--- src/rtl/core/i8dq_pkg.sv ---
// Shared types and constants for the int8 dot product dequantizer.
package i8dq_pkg;

   // Longest dot product that is summed; longer ones are flagged
   localparam int MAX_DOT_LENGTH = 4096;
   localparam int COUNT_W        = $clog2(MAX_DOT_LENGTH + 2);

   // Job queue between the accumulate front and the dequantize back
   localparam int QUEUE_DEPTH = 4;
   localparam int QUEUE_PTR_W = $clog2(QUEUE_DEPTH);

   // Register indexes and port widths of the CSR write port
   localparam int CSR_INDEX_W = 1;
   localparam int CSR_DATA_W  = 6;
   localparam logic [CSR_INDEX_W-1:0] CSR_ACCUMULATE_MODE     = 1'd0;
   localparam logic [CSR_INDEX_W-1:0] CSR_SCALE_FRACTION_BITS = 1'd1;
   localparam logic [5:0] SCALE_FRACTION_BITS_RESET = 6'd24;

   // 48-bit output limits, sign extended to the 64-bit working width
   localparam logic signed [63:0] VALUE_MAX = 64'sh0000_7FFF_FFFF_FFFF;
   localparam logic signed [63:0] VALUE_MIN = 64'shFFFF_8000_0000_0000;

   typedef struct packed {
      logic [7:0]         activation;
      logic signed [7:0]  weight;
      logic               last;
      logic [7:0]         zero_point;
      logic signed [19:0] column_sum;
      logic [31:0]        combined_scale;
      logic signed [47:0] bias;
      logic signed [47:0] prior;
   } req_type;

   typedef struct packed {
      logic signed [47:0] value;
      logic signed [27:0] dot_sum;
      logic               saturated;
      logic               too_long;
   } rsp_type;

   // One closed dot product waiting for dequantization
   typedef struct packed {
      logic signed [27:0] dot_sum;
      logic               too_long;
      logic [7:0]         zero_point;
      logic signed [19:0] column_sum;
      logic [31:0]        combined_scale;
      logic signed [47:0] bias;
      logic signed [47:0] prior;
   } job_type;

   typedef struct packed {
      logic       accumulate_mode;
      logic [5:0] scale_fraction_bits;
   } csr_type;

endpackage

--- src/rtl/core/int8_dot_product_dequantizer_core.sv ---
// Top level of the int8 dot product dequantizer: CSRs, front, job queue, back.
//
//   channel   direction  handshake                   payload
//   req       in         push / full                 req_data  (i8dq_pkg::req_type)
//   rsp       out        empty / pop                 rsp_data  (i8dq_pkg::rsp_type)
//   csr       in         csr_write_enable, no wait   csr_index, csr_data
//
// The front accumulates one pair per cycle; every beat, closing or not, stalls while full.
// Each closing item becomes a job; the back runs each job through its sequencer steps (pop,
// correct, multiply, shift, sum) and pops the next job only after the sum step is done.
// Up to 4 jobs wait in the queue; full rises when it holds 4, and the back holds
// in its sum step while an unread result sits in the output register.
// Synchronous active-high reset clears the sums, queue, sequencer and result flag.
module int8_dot_product_dequantizer_core (
   input  logic                                clock,
   input  logic                                reset,
   input  logic                                push,
   output logic                                full,
   input  i8dq_pkg::req_type                   req_data,
   output logic                                empty,
   input  logic                                pop,
   output i8dq_pkg::rsp_type                   rsp_data,
   input  logic                                csr_write_enable,
   input  logic [i8dq_pkg::CSR_INDEX_W-1:0]    csr_index,
   input  logic [i8dq_pkg::CSR_DATA_W-1:0]     csr_data
);
   import i8dq_pkg::*;

   csr_type csr_ff, csr_in;
   logic    take;
   logic    job_push, job_pop, job_empty, queue_full;
   job_type push_job, head_job;
   logic    rsp_valid;

   // Register writes
   always_comb begin
      csr_in = csr_ff;
      if (csr_write_enable) begin
         case (csr_index)
            CSR_ACCUMULATE_MODE:     csr_in.accumulate_mode     = csr_data[0];
            CSR_SCALE_FRACTION_BITS: csr_in.scale_fraction_bits = csr_data[5:0];
            default:                 csr_in = csr_ff;
         endcase
      end
   end

   always_ff @(posedge clock) begin
      if (reset) begin
         csr_ff.accumulate_mode     <= 1'b0;
         csr_ff.scale_fraction_bits <= SCALE_FRACTION_BITS_RESET;
      end else begin
         csr_ff <= csr_in;
      end
   end

   assign full  = queue_full;
   assign take  = push & ~queue_full;
   assign empty = ~rsp_valid;

   i8dq_front u_front (
      .clock    (clock),
      .reset    (reset),
      .take     (take),
      .req_data (req_data),
      .job_push (job_push),
      .job      (push_job)
   );

   i8dq_queue u_queue (
      .clock    (clock),
      .reset    (reset),
      .push     (job_push),
      .push_job (push_job),
      .full     (queue_full),
      .pop      (job_pop),
      .head_job (head_job),
      .empty    (job_empty)
   );

   i8dq_back u_back (
      .clock     (clock),
      .reset     (reset),
      .csr       (csr_ff),
      .job_empty (job_empty),
      .head_job  (head_job),
      .job_pop   (job_pop),
      .rsp_valid (rsp_valid),
      .rsp_data  (rsp_data),
      .rsp_take  (pop & rsp_valid)
   );

endmodule

--- src/rtl/core/i8dq_front.sv ---
// Accumulate front: running dot product, pair count and job hand-off.
module i8dq_front (
   input  logic              clock,
   input  logic              reset,
   input  logic              take,
   input  i8dq_pkg::req_type req_data,
   output logic              job_push,
   output i8dq_pkg::job_type job
);
   import i8dq_pkg::*;

   logic signed [27:0]  running_sum_ff, running_sum_in;
   logic [COUNT_W-1:0]  pair_count_ff, pair_count_in;
   logic signed [16:0]  pair_product;
   logic signed [27:0]  sum_next;
   logic [COUNT_W-1:0]  count_next;

   // Add the pair unless the length bound is already reached
   always_comb begin
      pair_product = $signed({1'b0, req_data.activation}) * req_data.weight;
      if (pair_count_ff < COUNT_W'(MAX_DOT_LENGTH)) begin
         sum_next   = running_sum_ff + 28'(pair_product);
         count_next = pair_count_ff + 1'b1;
      end else begin
         sum_next   = running_sum_ff;
         count_next = COUNT_W'(MAX_DOT_LENGTH + 1);
      end
   end

   // Clear on the closing pair, otherwise advance
   always_comb begin
      running_sum_in = running_sum_ff;
      pair_count_in  = pair_count_ff;
      if (take) begin
         if (req_data.last) begin
            running_sum_in = '0;
            pair_count_in  = '0;
         end else begin
            running_sum_in = sum_next;
            pair_count_in  = count_next;
         end
      end
   end

   always_ff @(posedge clock) begin
      if (reset) begin
         running_sum_ff <= '0;
         pair_count_ff  <= '0;
      end else begin
         running_sum_ff <= running_sum_in;
         pair_count_ff  <= pair_count_in;
      end
   end

   // Closing pair hands its sum and operands to the back
   assign job_push           = take & req_data.last;
   assign job.dot_sum        = sum_next;
   assign job.too_long       = count_next > COUNT_W'(MAX_DOT_LENGTH);
   assign job.zero_point     = req_data.zero_point;
   assign job.column_sum     = req_data.column_sum;
   assign job.combined_scale = req_data.combined_scale;
   assign job.bias           = req_data.bias;
   assign job.prior          = req_data.prior;

endmodule

--- src/rtl/core/i8dq_queue.sv ---
// Short job queue between the accumulate front and the dequantize back.
module i8dq_queue (
   input  logic              clock,
   input  logic              reset,
   input  logic              push,
   input  i8dq_pkg::job_type push_job,
   output logic              full,
   input  logic              pop,
   output i8dq_pkg::job_type head_job,
   output logic              empty
);
   import i8dq_pkg::*;

   job_type                entry_ff [QUEUE_DEPTH];
   logic [QUEUE_PTR_W-1:0] wr_ptr_ff, rd_ptr_ff;
   logic [QUEUE_PTR_W:0]   count_ff, count_in;
   logic                   do_push, do_pop;

   assign full     = count_ff == (QUEUE_PTR_W+1)'(QUEUE_DEPTH);
   assign empty    = count_ff == '0;
   assign do_push  = push & ~full;
   assign do_pop   = pop & ~empty;
   assign head_job = entry_ff[rd_ptr_ff];

   // Track occupancy
   always_comb begin
      count_in = count_ff;
      if (do_push & ~do_pop) begin
         count_in = count_ff + 1'b1;
      end else if (do_pop & ~do_push) begin
         count_in = count_ff - 1'b1;
      end
   end

   always_ff @(posedge clock) begin
      if (reset) begin
         wr_ptr_ff <= '0;
         rd_ptr_ff <= '0;
         count_ff  <= '0;
      end else begin
         count_ff <= count_in;
         if (do_push) begin
            wr_ptr_ff <= wr_ptr_ff + 1'b1;
         end
         if (do_pop) begin
            rd_ptr_ff <= rd_ptr_ff + 1'b1;
         end
      end
   end

   // Store the entry
   always_ff @(posedge clock) begin
      if (do_push) begin
         entry_ff[wr_ptr_ff] <= push_job;
      end
   end

endmodule

--- src/rtl/core/i8dq_back.sv ---
// Dequantize back: zero-point correction, scale, rounding shift, bias and saturation.
module i8dq_back (
   input  logic              clock,
   input  logic              reset,
   input  i8dq_pkg::csr_type csr,
   input  logic              job_empty,
   input  i8dq_pkg::job_type head_job,
   output logic              job_pop,
   output logic              rsp_valid,
   output i8dq_pkg::rsp_type rsp_data,
   input  logic              rsp_take
);
   import i8dq_pkg::*;

   localparam logic [2:0] ST_IDLE  = 3'd0;
   localparam logic [2:0] ST_CORR  = 3'd1;
   localparam logic [2:0] ST_MUL   = 3'd2;
   localparam logic [2:0] ST_SHIFT = 3'd3;
   localparam logic [2:0] ST_SUM   = 3'd4;

   logic [2:0]         state_ff, state_in;
   job_type            job_ff;
   logic signed [28:0] corr_ff, corr_in;
   logic signed [28:0] zp_term;
   logic signed [63:0] prod_ff, prod_in;
   logic signed [63:0] scaled_ff, scaled_in;
   logic signed [63:0] half, rounded, total;
   logic               rsp_valid_ff, rsp_valid_in;
   rsp_type            rsp_data_ff, rsp_data_in;
   logic               slot_free, result_write;

   // Zero-point correction
   always_comb begin
      zp_term = $signed({1'b0, job_ff.zero_point}) * job_ff.column_sum;
      corr_in = 29'(job_ff.dot_sum) - zp_term;
   end

   // Scale multiply: 29-bit signed by 32-bit unsigned
   assign prod_in = 64'(corr_ff) * $signed({1'b0, job_ff.combined_scale});

   // Round half up, then floor shift
   always_comb begin
      if (csr.scale_fraction_bits == '0) begin
         half = '0;
      end else begin
         half = 64'sd1 <<< (csr.scale_fraction_bits - 6'd1);
      end
      rounded   = prod_ff + half;
      scaled_in = rounded >>> csr.scale_fraction_bits;
   end

   // Bias, optional prior, clamp to 48 bits
   always_comb begin
      total = scaled_ff + 64'(job_ff.bias)
            + (csr.accumulate_mode ? 64'(job_ff.prior) : 64'sd0);
      rsp_data_in.dot_sum  = job_ff.dot_sum;
      rsp_data_in.too_long = job_ff.too_long;
      if (total > VALUE_MAX) begin
         rsp_data_in.value     = VALUE_MAX[47:0];
         rsp_data_in.saturated = 1'b1;
      end else if (total < VALUE_MIN) begin
         rsp_data_in.value     = VALUE_MIN[47:0];
         rsp_data_in.saturated = 1'b1;
      end else begin
         rsp_data_in.value     = total[47:0];
         rsp_data_in.saturated = 1'b0;
      end
   end

   assign slot_free    = ~rsp_valid_ff | rsp_take;
   assign result_write = (state_ff == ST_SUM) & slot_free;
   assign job_pop      = (state_ff == ST_IDLE) & ~job_empty;

   // Sequence one job through the steps
   always_comb begin
      state_in = state_ff;
      case (state_ff)
         ST_IDLE: begin
            if (~job_empty) begin
               state_in = ST_CORR;
            end
         end
         ST_CORR:  state_in = ST_MUL;
         ST_MUL:   state_in = ST_SHIFT;
         ST_SHIFT: state_in = ST_SUM;
         ST_SUM: begin
            if (slot_free) begin
               state_in = ST_IDLE;
            end
         end
         default:  state_in = ST_IDLE;
      endcase
   end

   // Result register: hold until popped
   always_comb begin
      rsp_valid_in = rsp_valid_ff;
      if (result_write) begin
         rsp_valid_in = 1'b1;
      end else if (rsp_take) begin
         rsp_valid_in = 1'b0;
      end
   end

   always_ff @(posedge clock) begin
      if (reset) begin
         state_ff     <= ST_IDLE;
         rsp_valid_ff <= 1'b0;
      end else begin
         state_ff     <= state_in;
         rsp_valid_ff <= rsp_valid_in;
      end
   end

   // Datapath registers
   always_ff @(posedge clock) begin
      if (job_pop) begin
         job_ff <= head_job;
      end
      if (state_ff == ST_CORR) begin
         corr_ff <= corr_in;
      end
      if (state_ff == ST_MUL) begin
         prod_ff <= prod_in;
      end
      if (state_ff == ST_SHIFT) begin
         scaled_ff <= scaled_in;
      end
      if (result_write) begin
         rsp_data_ff <= rsp_data_in;
      end
   end

   assign rsp_valid = rsp_valid_ff;
   assign rsp_data  = rsp_data_ff;

endmodule

--- config.mk ---
export PLATFORM = sky130hd
export DESIGN_NAME = int8_dot_product_dequantizer_core
export DESIGN_NICKNAME = d
export VERILOG_FILES = /design/src/rtl/core/i8dq_pkg.sv /design/src/rtl/core/int8_dot_product_dequantizer_core.sv /design/src/rtl/core/i8dq_front.sv /design/src/rtl/core/i8dq_queue.sv /design/src/rtl/core/i8dq_back.sv
export SDC_FILE = /design/constraint.sdc
export NUM_CORES = 2
export LEC_CHECK = 0
export BUFFER_PORTS_ARGS = -buffer_cell sky130_fd_sc_hd__buf_4
export CORE_ASPECT_RATIO = 0.5
export CORE_MARGIN = 2
export CORE_UTILIZATION = 50
export DETAILED_ROUTE_END_ITERATION = 7
export PLACE_DENSITY_LB_ADDON = 0.3
export SLEW_MARGIN = 30
export SYNTH_ARGS = -nofsm -noshare
export SYNTH_HDL_FRONTEND = slang
export SYNTH_HIERARCHICAL = 1
export SYNTH_SLANG_ARGS = --single-unit
--- constraint.sdc ---
create_clock -name clock -period 49.1 [get_ports clock]
set_clock_uncertainty 0.05 [all_clocks]
set_input_delay 4.91 -clock clock [delete_from_list [all_inputs] [get_ports clock]]
set_output_delay 4.91 -clock clock [all_outputs]
set_load 0.03 [all_outputs]
Word level (Yosys, flattened, before mapping)
Memories as Yosys holds them, arrays and structs flattened. A register that Yosys moved wholly into a read port is not among the register bits.
Cells that the tools add are included.
W data, S select, Z words.
{"block": "totals", "ff_bits": 294, "mem_bits_rw": 740, "input_bits": 185, "output_inout_bits": 80, "wordCells": 85, "memories": 1}
{"memory": "u_queue.entry_ff", "depth": 4, "width": 185, "rd": 1, "rd_clocked_by_memory_dff": 1, "wr": 1, "line_no": "i8dq_queue.sv:14", "text": "job_type entry_ff [QUEUE_DEPTH];"}
{"block": "classes", "addsub": 11, "mul": 3, "magnitude_cmp": 4, "eq_ne": 7, "shifts": 2, "n_mux": 17, "bitwise_logic": 16, "reduce_logical": 8}
{"cell": "$add A64 B64 Y64", "count": 2}
{"cell": "$mux W64", "count": 2}
{"cell": "$add A64 B48 Y64", "count": 1}
{"cell": "$gt A64 B48 Y1 const B", "count": 1}
{"cell": "$lt A64 B48 Y1 const B", "count": 1}
{"cell": "$sshl A2 B6 Y64 const A", "count": 1}
{"cell": "$sshr A64 B6 Y64", "count": 1}
{"cell": "$mul A29 B33 Y62", "count": 1}
{"cell": "$mux W28", "count": 2}
{"cell": "$mux W48", "count": 1}
{"cell": "$mul A9 B20 Y29", "count": 1}
{"cell": "$sub A28 B29 Y29", "count": 1}
{"cell": "$add A28 B17 Y28", "count": 1}
{"cell": "$mux W13", "count": 2}
{"cell": "$mul A9 B8 Y17", "count": 1}
{"cell": "$pmux W3 S5", "count": 1}
{"cell": "$add A13 B1 Y13 const B", "count": 1}
{"cell": "$gt A13 B13 Y1 const B", "count": 1}
{"cell": "$lt A13 B13 Y1 const B", "count": 1}
{"cell": "$mux W3", "count": 4}
{"cell": "$and A1 B1 Y1", "count": 9}
{"cell": "$eq A3 B2 Y1 const B", "count": 2}
{"cell": "$eq A3 B3 Y1 const B", "count": 2}
{"cell": "$logic_not A3 Y1", "count": 2}
{"cell": "13 further kinds", "count": 26}

Logic depth before layout (Yosys ltp)
{"block": "depth", "ltp_word": 9, "depth_mapped": 32, "depth_no_buf": 31}

Modules after synthesis
The synthesis kept the hierarchy.
{"module": "i8dq_back", "n_inst": 1, "cells_per_inst": 6737, "area_each_um2": 64876.0, "seq_area_each_um2": 12632.1}
{"module": "i8dq_queue", "n_inst": 1, "cells_per_inst": 1015, "area_each_um2": 27171.1, "seq_area_each_um2": 22401.5}
{"module": "i8dq_front", "n_inst": 1, "cells_per_inst": 869, "area_each_um2": 7011.7, "seq_area_each_um2": 820.8}
{"module": "int8_dot_product_dequantizer_core", "n_inst": 1, "cells_per_inst": 32, "area_each_um2": 320.3, "seq_area_each_um2": 140.1}

Worst setup path after synthesis
OpenSTA, ideal clock, no wires.
{"block": "synth_path", "kind": "register -> register", "startpoint": "reg u_back.state_ff[0]", "endpoint": "reg with a tool-made name", "setup_time_ps": 71, "arrival_time_ps": 21769, "t_required_ps": 48979, "setup_slack_ps": 27210, "stages_incl_launch_ff": 5, "n_path_buf": 0, "synth_period_minus_slack_ps": 21890, "path_cell_list": "dfxtp_1 > nor4_1 > o311ai_0 > xor2_1 > nor2_1"}
{"item": "start, declared", "line_no": "i8dq_back.sv:21", "text": "logic [2:0] state_ff, state_in;"}
{"item": "start signal, assigned", "line_no": "i8dq_back.sv:110", "text": "state_ff <= state_in;"}

==> summary.txt <==
Timing
  • Final period util: approximately 19%
  • Final slew viol count: 0
  • Slew @ Worst Pin: between 1 and 1.5 ns
  • Final setup viols: 0
  • Fmax: approximately 110 MHz
  • Slew Limit Headroom: 32.61%
  • Final-report hold violation count: 0
  • Final setup TNS: 0 ns
  • RSZ-0062 raised after global routing: no
  • Min Tclk post-route: 9.483 ns
  • Hold Worst Slack: approximately 0.39 ns

Floorplanning
  • Num rows: 115
  • Die width: around 630 microns
  • DIE HEIGHT: 319.2 microns
  • Initial cell density of the core: 50.45%
  • Core ar.: 197000 sq um
  • Die Area: a little over 200000 sq um
  • I/O Pins: 265

Placement
  • HPWL after detailed placement: 192800 microns
  • IO buf count: about 260
  • GPL Wtd Cong: 0.9781
  • Post-placement cell count: 11080

Routing
  • Iter 0 DRT Violations: 6017
  • Antenna-violating nets left: 0
  • Total Wirelength: 264300 microns
  • WL/cell: 23.42 microns
  • Post-route DRC: 0
  • TritonRoute pass-1 iters: 6
  • Vias per Instance: 5.781
  • Vias: 65250

Synthesis
  • Cells after synthesis: between 8000 and 9000
  • Flops & latches, synth: 1219
  • Distinct cells, synth: 97
  • Post-synth EDFFs: 1158
  • Mapped cell area: 99380 sq um
  • Share of the synthesized area in the top cell type: a little over a third
  • Ys flop type: edfxtp_1
  • Async SR Flop Fraction: 0%
  • Syn Nets: between 10000 and 15000
  • Synth area leaders: edfxtp_1 35%, fa_1 22%, ha_1 7.3%
  • Syn_area_per_cell: 11.48 sq um
  • Cell accounting for the most synthesized area: edfxtp_1
  • Post-synthesis sequential area ratio: 36.22%
  • Ys Warns: 6

Cells and area
  • Finished Layout Cells: 11290
  • Area of the multi-input gates: 56200 sq um
  • Share of layout cells above drive strength 1: 10.29%
  • Register area: 36010 sq um
  • Area added between synthesis and finish: 7.000%
  • Fin nets: around 10000
  • Fill cells: 16830

Clock tree
  • Clock Tree Buf Depth: 3
  • Post-CTS sizing: 0
  • CTS sink cnt: between 1000 and 1500
  • Clk Latency, worst-skew pair: 0.76 ns
  • Hold_buf cts: 0
  • Clock edge transition at the registers on the reported setup and hold paths: approximately 0.060 ns
  • CTS Buf Count: between 100 and 150
  • CTS root buf: clkbuf_16
  • H-tree depth: 3
  • CTS tree: done
  • Postcts setup bufs: 0

Global routing
  • GRT overflow: 0
  • Vias in the first global route: between 60000 and 70000
  • First-pass GRT wire length: 410200 microns
  • Initial antenna violation count: 10
  • GR Util All Layers: 26.52%
  • Largest net degree at the start of global routing: 141

Worst setup path
  • Crit path capture type: register
  • Critical setup path kind: in2reg
  • Required time of the critical path: 49.56 ns
  • Critical path's top delay family: adder cells
  • Slowest library cell on the worst path: fa_1
  • Worst-path cell chain: buf_4 -> inv_1 -> fa_1 -> inv_1 -> fa_1 -> fa_1 -> fa_1 -> fa_1 -> ha_1 -> and3_1 -> a221o_1 -> o221ai_1 -> o21ai_0 -> xnor2_1 -> o21ai_0
  • R2r setup slk: between 30 and 40 ns
  • Critical path's largest stage delay: 0.57 ns
  • Worst path arrival time: 9.95 ns
  • CP dominant cell by count: fa_1
  • CP bufs+invs: 3
  • Startpoint types: input port
  • Max FO, Critical Path: 17

Job
  • MaxCap Viol Count: 0

Hold path
  • Worst hold path type: reg2reg

Run status
  • Status: finished, final reports clean
==> cell type report <==
cell class              instances  area share (%)
inverters                    1122           3.961
clock buffers                 140           2.729
repair buffers                386           2.791
flip-flops and latches       1219           33.86
multi-input cells            5722           52.85
well taps                    2632           3.097
diodes                          6         0.01412
clock inverters                60          0.6930
==> stage by stage <==
step                      worst slack (ns)  instance area [sq um]  utilization (%)
after floorplan                      27.21                  99380                -
after global routing                 39.32                 106300            53.97
final                                39.62                 106300            53.98
after CTS                            39.67                 106300            53.97
after global placement               38.92                 102700            52.11
after detailed placement             38.88                 102700            52.13
==> state kept, by name (all words and copies together), names as in the netlist, named ones only <==
signal                  cells
u_front/pair_count_ff      13
u_back/state_ff             3
u_queue/wr_ptr_ff           2
u_queue/entry_ff          740
u_queue/rd_ptr_ff           2
u_back/rsp_data            78
u_front/running_sum_ff     28
u_back/prod_ff             62
u_back/rsp_valid            1
u_back/corr_ff             29
u_back/job_ff             185
u_queue/count_ff            3
u_back/scaled_ff           64
csr_ff                      7
==> cell usage after synthesis, types with 77 or more instances <==
| library cell | number |
|---|---|
| edfxtp_1 | 1158 |
| inv_1 | 1118 |
| fa_1 | 1079 |
| nand2_1 | 769 |
| and2_1 | 766 |
| ha_1 | 581 |
| clkbuf_1 | 365 |
| nor2_1 | 337 |
| a21oi_1 | 335 |
| o21ai_0 | 257 |
| mux4_2 | 207 |
| buf_4 | 158 |
| xnor2_1 | 146 |
| a21o_1 | 115 |
| xor2_1 | 85 |
| nor3_1 | 77 |
==> layout by cell type (no fill, tap or decap), types with 25 or more instances in the layout <==
cell	n
a31oi_1	40
nor3_1	76
mux2i_1	64
fa_1	1079
o211ai_1	44
and3_1	35
o31ai_1	26
nand4_1	68
nand2_1	769
a211oi_1	43
xnor2_1	146
clkbuf_16	107
inv_1	1114
mux2_2	32
edfxtp_1	1158
o21a_1	42
nor2_1	334
and2_1	762
dfxtp_1	55
a21o_1	115
mux4_2	207
a21oi_1	335
ha_1	581
nand2b_1	53
o21bai_1	36
o21ai_0	255
buf_4	379
nand3_1	68
xor2_1	85
nor4_1	25
==> cells by family (layout without fill, tap and decap cells) <==
| family | count (synthesis) | after routing | synth area share, % |
|---|---|---|---|
| mux | 303 | 303 | 5.698 |
| flops | 1219 | 1219 | 36.22 |
| compound gates | 1214 | 1214 | 7.977 |
| xor+xnor | 231 | 231 | 2.036 |
| fa+ha+maj | 1660 | 1660 | 29.05 |
| buf+inv | 1712 | 1708 | 7.282 |
| simple gates | 2314 | 2314 | 11.74 |
| other cells | 0 | 6 | 0 |
==> worst register-to-register path: cells and delay by family (launching register included) <==
kind                       cells  cell delay [ns]
AOI/OAI and AO/OA             11             2.80
xor gates and xnor gates       1             0.09
buffers and inverters          5             0.68
DFF                            1             0.33
and+or+nand+nor                2             0.51
adders and majority gates      9             4.37
==> final timing paths <==
check	startpoint	endpoint	cells past startpoint
hold / removal	u_back/job_ff[156]	u_back/rsp_data[0]	0
hold reg to reg	u_back/job_ff[156]	u_back/rsp_data[0]	0
setup reg to reg	u_back/corr_ff[6]	u_back/prod_ff[58]	28
setup / recovery	req_data[164]	u_queue/entry_ff[0][177]	15
==> per-layer routing <==
metal	share of wire [%]	wire, microns	GRT usage (%)
met5	0.015	40	0
met4	2.7	7210	6.811
met3	8.0	21130	4.696
met2	46	120400	41.44
met1	44	115600	38.45
Power is left out: the tool's default activity adds up to more than one toggle a clock period on the data nets, which glitch-free logic cannot reach.
